**config.mk**
```make
export PLATFORM = sky130hd
export DESIGN_NAME = subtractive_lagged_fibonacci_rng
export DESIGN_NICKNAME = d
export VERILOG_FILES = /design/src/rtl/core/slfr_pkg.sv /design/src/rtl/core/slfr_ram.sv /design/src/rtl/core/subtractive_lagged_fibonacci_rng.sv
export SDC_FILE = /design/constraint.sdc
export NUM_CORES = 2
export LEC_CHECK = 0
export ABC_AREA = 1
export BUFFER_PORTS_ARGS = -buffer_cell sky130_fd_sc_hd__buf_2
export CAP_MARGIN = 20
export CORE_UTILIZATION = 53
export DETAILED_ROUTE_END_ITERATION = 12
export MAX_ROUTING_LAYER = met4
export PLACE_DENSITY_LB_ADDON = 0.1
export RECOVER_POWER = 50
export SLEW_MARGIN = 25
export SYNTH_ARGS = -nofsm -noshare
export SYNTH_HDL_FRONTEND = slang
export SYNTH_HIERARCHICAL = 1
export SYNTH_SLANG_ARGS = --single-unit
```
**constraint.sdc**
```tcl
create_clock -name clk -period 12.3 [get_ports clk]
set_input_delay 1.23 -clock clk [delete_from_list [all_inputs] [get_ports clk]]
set_output_delay 1.23 -clock clk [all_outputs]
set_load 0.01 [all_outputs]
```
**src/rtl/core/slfr_pkg.sv**
```systemverilog
package slfr_pkg;

  localparam int WORD_W = 30;
  localparam int SEED_W = 32;

  localparam logic [SEED_W-1:0] MODULUS = 32'd1000000000;

  localparam logic REQ_SEED = 1'b0;
  localparam logic REQ_DRAW = 1'b1;

  typedef logic [WORD_W-1:0] word_t;
  typedef logic [SEED_W-1:0] seed_t;

  // (a - b) mod 10^9; adds the modulus back when a < b, then keeps 30 bits
  function automatic word_t sub_mod(input word_t a, input word_t b);
    logic [WORD_W:0] s;
    if (a < b) begin
      s = {1'b0, a} + MODULUS[WORD_W:0] - {1'b0, b};
    end else begin
      s = {1'b0, a} - {1'b0, b};
    end
    return s[WORD_W-1:0];
  endfunction

endpackage

```
**src/rtl/core/slfr_ram.sv**
```systemverilog
module slfr_ram #(
  parameter int WIDTH = 30,
  parameter int DEPTH = 55
) (
  input  logic                                    clk,
  input  logic                                    we,
  input  logic [((DEPTH > 1) ? $clog2(DEPTH) : 1)-1:0] waddr,
  input  logic [WIDTH-1:0]                        wdata,
  input  logic                                    re,
  input  logic [((DEPTH > 1) ? $clog2(DEPTH) : 1)-1:0] raddr_a,
  input  logic [((DEPTH > 1) ? $clog2(DEPTH) : 1)-1:0] raddr_b,
  output logic [WIDTH-1:0]                        rdata_a,
  output logic [WIDTH-1:0]                        rdata_b
);

  logic [WIDTH-1:0] mem [DEPTH];

  always_ff @(posedge clk) begin
    if (we) begin
      mem[waddr] <= wdata;
    end
    if (re) begin
      rdata_a <= mem[raddr_a];
      rdata_b <= mem[raddr_b];
    end
  end

endmodule

```
**src/rtl/core/subtractive_lagged_fibonacci_rng.sv**
```systemverilog
// Channel  | Ports                                   | Handshake
// ---------+-----------------------------------------+------------------------------
// request  | in_req_type, in_seed_value              | taken when start && !busy
// result   | out_random_value                        | out_valid, one-cycle strobe
//
// Draw: busy in ST_READ (ring read), then ST_WRITE (subtract and write back);
// the value shows on the result ports, with out_valid, in the cycle after that.
// Seed: compare/subtract reduction of 10^9 until below it, LONG_LAG-1 fill
// writes, then WARMUP_ROUNDS*LONG_LAG warm-up draws, each a ring read and write back.
// Reset and every seed clear the per-entry valid bits at once, so the ring
// reads as all zeros until written. The receiver cannot stall a result beat.
module subtractive_lagged_fibonacci_rng #(
  parameter int LONG_LAG      = 55,
  parameter int SHORT_LAG     = 24,
  parameter int SPREAD_STEP   = 21,
  parameter int WARMUP_ROUNDS = 5
) (
  input  logic                  clk,
  input  logic                  rst_n,
  input  logic                  start,
  output logic                  busy,
  input  logic                  in_req_type,
  input  slfr_pkg::seed_t       in_seed_value,
  output logic                  out_valid,
  output slfr_pkg::word_t       out_random_value
);

  import slfr_pkg::*;

  // ring position width
  localparam int PW = $clog2(LONG_LAG);
  localparam logic [PW-1:0] SHORT_START =
    PW'((LONG_LAG - (SHORT_LAG % LONG_LAG)) % LONG_LAG);
  localparam logic [PW:0] STEP_MOD = (PW+1)'(SPREAD_STEP % LONG_LAG);
  localparam logic [PW:0] LAG_EXT  = (PW+1)'(LONG_LAG);
  localparam logic [PW-1:0] LAST_POS = PW'(LONG_LAG - 1);

  // warm-up draw count
  localparam int WARM_N = WARMUP_ROUNDS * LONG_LAG;
  localparam int WCW    = (WARM_N > 0) ? $clog2(WARM_N + 1) : 1;

  // sequencer states
  localparam logic [2:0] ST_IDLE   = 3'd0;
  localparam logic [2:0] ST_REDUCE = 3'd1;
  localparam logic [2:0] ST_FILL   = 3'd2;
  localparam logic [2:0] ST_READ   = 3'd3;
  localparam logic [2:0] ST_WRITE  = 3'd4;

  logic [2:0]          state_r, state_nxt;
  logic [PW-1:0]       oldest_r, oldest_nxt;
  logic [PW-1:0]       short_r, short_nxt;
  logic [LONG_LAG-1:0] vld_r, vld_nxt;
  logic                vld_a_r, vld_b_r;
  logic                warm_r, warm_nxt;
  logic [WCW-1:0]      warm_cnt_r, warm_cnt_nxt;
  seed_t               seed_r, seed_nxt;
  word_t               prev_r, prev_nxt;
  word_t               next_r, next_nxt;
  logic [PW-1:0]       slot_r, slot_nxt;
  logic [PW-1:0]       fill_cnt_r, fill_cnt_nxt;
  logic                out_valid_r, out_valid_nxt;
  word_t               out_value_r, out_value_nxt;

  // ring port signals
  logic                ram_we;
  logic [PW-1:0]       ram_waddr;
  word_t               ram_wdata;
  logic                ram_re;
  word_t               ram_rdata_a, ram_rdata_b;
  word_t               op_a, op_b, diff;
  logic [PW:0]         slot_sum;

  slfr_ram #(
    .WIDTH (WORD_W),
    .DEPTH (LONG_LAG)
  ) u_ring (
    .clk     (clk),
    .we      (ram_we),
    .waddr   (ram_waddr),
    .wdata   (ram_wdata),
    .re      (ram_re),
    .raddr_a (oldest_r),
    .raddr_b (short_r),
    .rdata_a (ram_rdata_a),
    .rdata_b (ram_rdata_b)
  );

  // entries never written since reset or seed read as zero
  assign op_a     = vld_a_r ? ram_rdata_a : '0;
  assign op_b     = vld_b_r ? ram_rdata_b : '0;
  assign diff     = sub_mod(op_a, op_b);
  assign slot_sum = {1'b0, slot_r} + STEP_MOD;
  assign ram_re   = (state_r == ST_READ);

  always_comb begin
    state_nxt     = state_r;
    oldest_nxt    = oldest_r;
    short_nxt     = short_r;
    vld_nxt       = vld_r;
    warm_nxt      = warm_r;
    warm_cnt_nxt  = warm_cnt_r;
    seed_nxt      = seed_r;
    prev_nxt      = prev_r;
    next_nxt      = next_r;
    slot_nxt      = slot_r;
    fill_cnt_nxt  = fill_cnt_r;
    out_valid_nxt = 1'b0;
    out_value_nxt = out_value_r;
    ram_we        = 1'b0;
    ram_waddr     = oldest_r;
    ram_wdata     = diff;

    case (state_r)
      ST_IDLE: begin
        if (start) begin
          if (in_req_type == REQ_SEED) begin
            seed_nxt   = in_seed_value;
            vld_nxt    = '0;
            oldest_nxt = '0;
            short_nxt  = SHORT_START;
            state_nxt  = ST_REDUCE;
          end else begin
            warm_nxt  = 1'b0;
            state_nxt = ST_READ;
          end
        end
      end

      // at most four subtractions bring a 32-bit seed below 10^9
      ST_REDUCE: begin
        if (seed_r >= MODULUS) begin
          seed_nxt = seed_r - MODULUS;
        end else begin
          ram_we       = 1'b1;
          ram_waddr    = '0;
          ram_wdata    = seed_r[WORD_W-1:0];
          vld_nxt[0]   = 1'b1;
          prev_nxt     = seed_r[WORD_W-1:0];
          next_nxt     = word_t'(1);
          slot_nxt     = STEP_MOD[PW-1:0];
          fill_cnt_nxt = PW'(1);
          state_nxt    = ST_FILL;
        end
      end

      // spread fill: slot steps by SPREAD_STEP mod LONG_LAG
      ST_FILL: begin
        ram_we          = 1'b1;
        ram_waddr       = slot_r;
        ram_wdata       = next_r;
        vld_nxt[slot_r] = 1'b1;
        next_nxt        = sub_mod(prev_r, next_r);
        prev_nxt        = next_r;
        slot_nxt        = (slot_sum >= LAG_EXT) ? PW'(slot_sum - LAG_EXT) : slot_sum[PW-1:0];
        fill_cnt_nxt    = fill_cnt_r + PW'(1);
        if (fill_cnt_r == LAST_POS) begin
          warm_nxt     = 1'b1;
          warm_cnt_nxt = WCW'(WARM_N);
          state_nxt    = (WARM_N > 0) ? ST_READ : ST_IDLE;
        end
      end

      ST_READ: begin
        state_nxt = ST_WRITE;
      end

      ST_WRITE: begin
        ram_we            = 1'b1;
        vld_nxt[oldest_r] = 1'b1;
        oldest_nxt        = (oldest_r == LAST_POS) ? '0 : oldest_r + PW'(1);
        short_nxt         = (short_r == LAST_POS) ? '0 : short_r + PW'(1);
        if (warm_r) begin
          warm_cnt_nxt = warm_cnt_r - WCW'(1);
          state_nxt    = (warm_cnt_r == WCW'(1)) ? ST_IDLE : ST_READ;
        end else begin
          out_valid_nxt = 1'b1;
          out_value_nxt = diff;
          state_nxt     = ST_IDLE;
        end
      end

      default: begin
        state_nxt = ST_IDLE;
      end
    endcase
  end

  always_ff @(posedge clk) begin
    if (!rst_n) begin
      state_r     <= ST_IDLE;
      oldest_r    <= '0;
      short_r     <= SHORT_START;
      vld_r       <= '0;
      warm_r      <= 1'b0;
      warm_cnt_r  <= '0;
      out_valid_r <= 1'b0;
    end else begin
      state_r     <= state_nxt;
      oldest_r    <= oldest_nxt;
      short_r     <= short_nxt;
      vld_r       <= vld_nxt;
      warm_r      <= warm_nxt;
      warm_cnt_r  <= warm_cnt_nxt;
      out_valid_r <= out_valid_nxt;
    end
  end

  // payload, no reset
  always_ff @(posedge clk) begin
    seed_r      <= seed_nxt;
    prev_r      <= prev_nxt;
    next_r      <= next_nxt;
    slot_r      <= slot_nxt;
    fill_cnt_r  <= fill_cnt_nxt;
    out_value_r <= out_value_nxt;
    if (ram_re) begin
      vld_a_r <= vld_r[oldest_r];
      vld_b_r <= vld_r[short_r];
    end
  end

  assign busy             = (state_r != ST_IDLE);
  assign out_valid        = out_valid_r;
  assign out_random_value = out_value_r;

endmodule

```
==> flow_summary.json <==
{
  "status": "complete, but fails checks",
  "failed_checks": "capacitance limit, slew limit",
  "nFillCells": 17700,
  "setup_ws_ps": 3510,
  "ir_worst_vdd_mv": 0.273,
  "cts_buffers": 210,
  "area_delta_synth_final_pct": 8.00,
  "yosys_warnings": 6,
  "layout.nets": 12400,
  "rsz0062_at_grt": "false",
  "hp-class": "reg2reg",
  "fin_util": 0.576,
  "hold_buffers": 0,
  "initial_core_util": 0.533,
  "critPathSlowestCell": "clkbuf_1",
  "cts.path.max_buffers": 3,
  "core_um2": 200000,
  "async_flop_share": 0,
  "cts-htree-levels": 4,
  "drt-vias-per-instance": 6.34,
  "drc_errors": 0,
  "crit_type": "reg2reg",
  "cts_setup_buffers": 0,
  "ys_seq_elements": 1927,
  "place_congestion": 1.01,
  "io_buffers": 67,
  "critPathTopFamily": "buffers and inverters",
  "cts_sinks": 1927,
  "finalMaxSlewViolations": 1308,
  "fmax_mhz": 114,
  "synth_cell_type_count": 60,
  "startpoint_type": "register",
  "drt_iter0_markers": 14600,
  "avgSynthCellArea_um2": 8.50,
  "antenna_left": 0,
  "rows": 164,
  "wirelength_um": 404000,
  "intPower_uw": 16400,
  "die_y_um": 450,
  "die_w_um": 450,
  "via_count": 95500,
  "critical_path_depth": 12,
  "hpwl_um": 240000,
  "worstReg2RegStart": "short_r[0]",
  "crit_arrival_ps": 9450,
  "routedWlPerCell_um": 26.8,
  "yosys_most_used_dff": "edfxtp_1",
  "fin_crit_sh": 0.715,
  "gr-usage-all-layers": 0.400,
  "clkTransAtPathRegs_ps": 60,
  "max-slew-margin-rel": -1.70,
  "ff2ff_path_depth": 12,
  "final_cell_mix": "nand2_1 (4436), nand3_1 (2752), edfxtp_1 (1846)",
  "critPathBufInv": 4,
  "design.die.area_um2": 203000,
  "finClkSkew_ps": 46.5,
  "cellPowerDensity_nw_per_um2": 250,
  "ctsResizeCount": 0,
  "syn-instance-count": 12500,
  "critPathCaptureType": "register",
  "place_ws_ps": 6950,
  "drive_gt1_frac": 0.0521,
  "hold_violations": 0,
  "p_switching_uw": 12400,
  "cpPeakStageDelay_ps": 2640,
  "startpoint": "short_r[0]",
  "syn-cell-area_um2": 106000,
  "worstSkewPairLatency_ps": 880,
  "finalSetupViolCount": 0,
  "timing.final.crit_period_ps": 8790,
  "tns_ps": 0,
  "p_sw_frac": 0.430,
  "synth_edf_count": 1846,
  "whs_path_depth": 2,
  "r2r-end": "u_ring/rdata_b[0]",
  "power_frac_seq": 0.366,
  "leakagePower_uw": 0.0453,
  "r2r_setup_slack_ps": 3510,
  "cap_violations": 26,
  "layout_commonest_cell": "nand2_1",
  "grt_pass1_vias": 89700,
  "synthesis.nets": 12800,
  "worstMarginPinSlew_ps": 4050,
  "cp_max_fo": 156,
  "cts_root_buf": "clkbuf_16",
  "endpoint": "u_ring/rdata_b[0]",
  "grt_pass1_wl_um": 587000,
  "yosysSeqAreaShare": 0.536,
  "antenna_found_initial": 18,
  "path_cells": "inv_16, clkbuf_1, clkbuf_1, buf_4, nand2_1, nand3_1, nand3_1, nand2_1, nand2_1, nand3_1, nand3_1, nand2_1",
  "overflow": 0,
  "required_ps": 12960,
  "grt_max_degree": 182,
  "io_pins": 68,
  "drt-pass1-iter-count": 9,
  "combPwrFrac": 0.406,
  "clkPwrFrac": 0.228,
  "tritoncts": "built"
}
Yosys cell counts (4+ instances only):
master	n	area [um2]
clkbuf_1	206	773
inv_1	622	2330
nand3_1	2753	13800
a22oi_1	14	105
nor2_1	430	1610
xnor2_1	25	219
o211ai_1	59	443
ha_1	150	1880
or2_2	8	50.1
o21ai_0	482	2410
a21boi_0	6	45.0
o2111ai_1	11	96.3
and3_1	4	25.0
o21bai_1	31	233
o21ai_2	8	70.1
o221ai_1	6	52.6
edfxtp_1	1846	55400
a21o_1	10	75.1
a221oi_1	4	35.0
buf_1	94	353
dfxtp_1	81	1620
and2_1	17	106
fa_1	33	661
nor4_1	7	43.8
a31oi_1	26	163
a21oi_1	306	1530
nor3_1	39	195
nor2_2	5	31.3
o21ai_1	61	305
buf_8	5	75.1
o21a_1	9	67.6
a22o_1	23	201
xor2_1	66	578
buf_6	90	1010
o22ai_1	25	156
inv_2	13	48.8
nand4_1	47	294
clkinv_1	6	22.5
nand2_1	4456	16700
buf_2	312	1560
nand2_2	13	81.3
buf_4	92	691
worst min-delay path by stage:
stage,from,endpoint,slack [ps]
after floorplan,warm_cnt_r[6],warm_cnt_r[6],450
after global placement,warm_cnt_r[0],warm_cnt_r[0],480
after detailed placement,warm_cnt_r[8],warm_cnt_r[8],480
after CTS,warm_cnt_r[8],warm_cnt_r[8],490
after global routing,vld_r[31],vld_r[31],520
final,warm_cnt_r[8],warm_cnt_r[8],490
power by group through the flow:
stage,Combinational (uW),Clock (uW),Sequential (uW)
3_3_place_gp,11200,0,10500
6_report,11700,6540,10500
2_1_floorplan,6360,0,10400
4_1_cts,11400,6580,10400
3_5_place_dp,11300,0,10500
5_1_grt,12300,6820,10600
cells by family after synthesis:
family	share of synthesized area
AO/OA/AOI/OAI	0.0579
adder cells (fa/ha/maj)	0.0238
AND/OR/NAND/NOR	0.310
buffers and inverters	0.0647
flip-flops	0.536
XOR/XNOR	0.00748
flip-flops by register name, summed over array words and instances, names as in the netlist, 3 cells and up:
| signal | cells |
|---|---|
| vld_r | 55 |
| oldest_r | 6 |
| slot_r | 6 |
| u_ring/rdata_a | 30 |
| prev_r | 30 |
| short_r | 6 |
| u_ring/rdata_b | 30 |
| warm_cnt_r | 9 |
| seed_r | 32 |
| state_r | 3 |
| next_r | 30 |
| out_random_value | 30 |
| fill_cnt_r | 6 |
| u_ring/mem | 1650 |
worst min-delay path, cell delays in order, from the launching register on:
cell and delay, ps:
dfxtp_1 330, nand2_1 70, a21oi_1 50
metal layers:
metal,global-route usage,up-vias,wire [um]
met2,0.567,6704,172000
li1,-,42100,-
met4,0.221,0,24800
met3,0.0901,1160,52400
met5,-,-,0
met1,0.532,45500,155000
through the flow:
stage | cell area (um2) | std cells | hold slack [ps] | power, uW
floorplan | 106000 | 12500 | 447 | 16800
detailed placement | 108000 | 14600 | 483 | 21800
global route | 115000 | 15000 | 521 | 29700
finish | 115000 | 15100 | 491 | 28700
global placement | 108000 | 14600 | 476 | 21700
CTS | 115000 | 15000 | 492 | 28300
final cells by class:
class,count,area [um2],area share
diodes,15,37.5,0.000326
clock buffers,257,5570,0.0484
clock inverters,133,1500,0.0131
inverters,644,2490,0.0217
multi-input cells,9163,43000,0.374
flip-flops and latches,1927,57100,0.496
well taps,2656,3320,0.0289
repair buffers,260,1960,0.0171
Note: power is estimated with default switching activity, not from simulation.
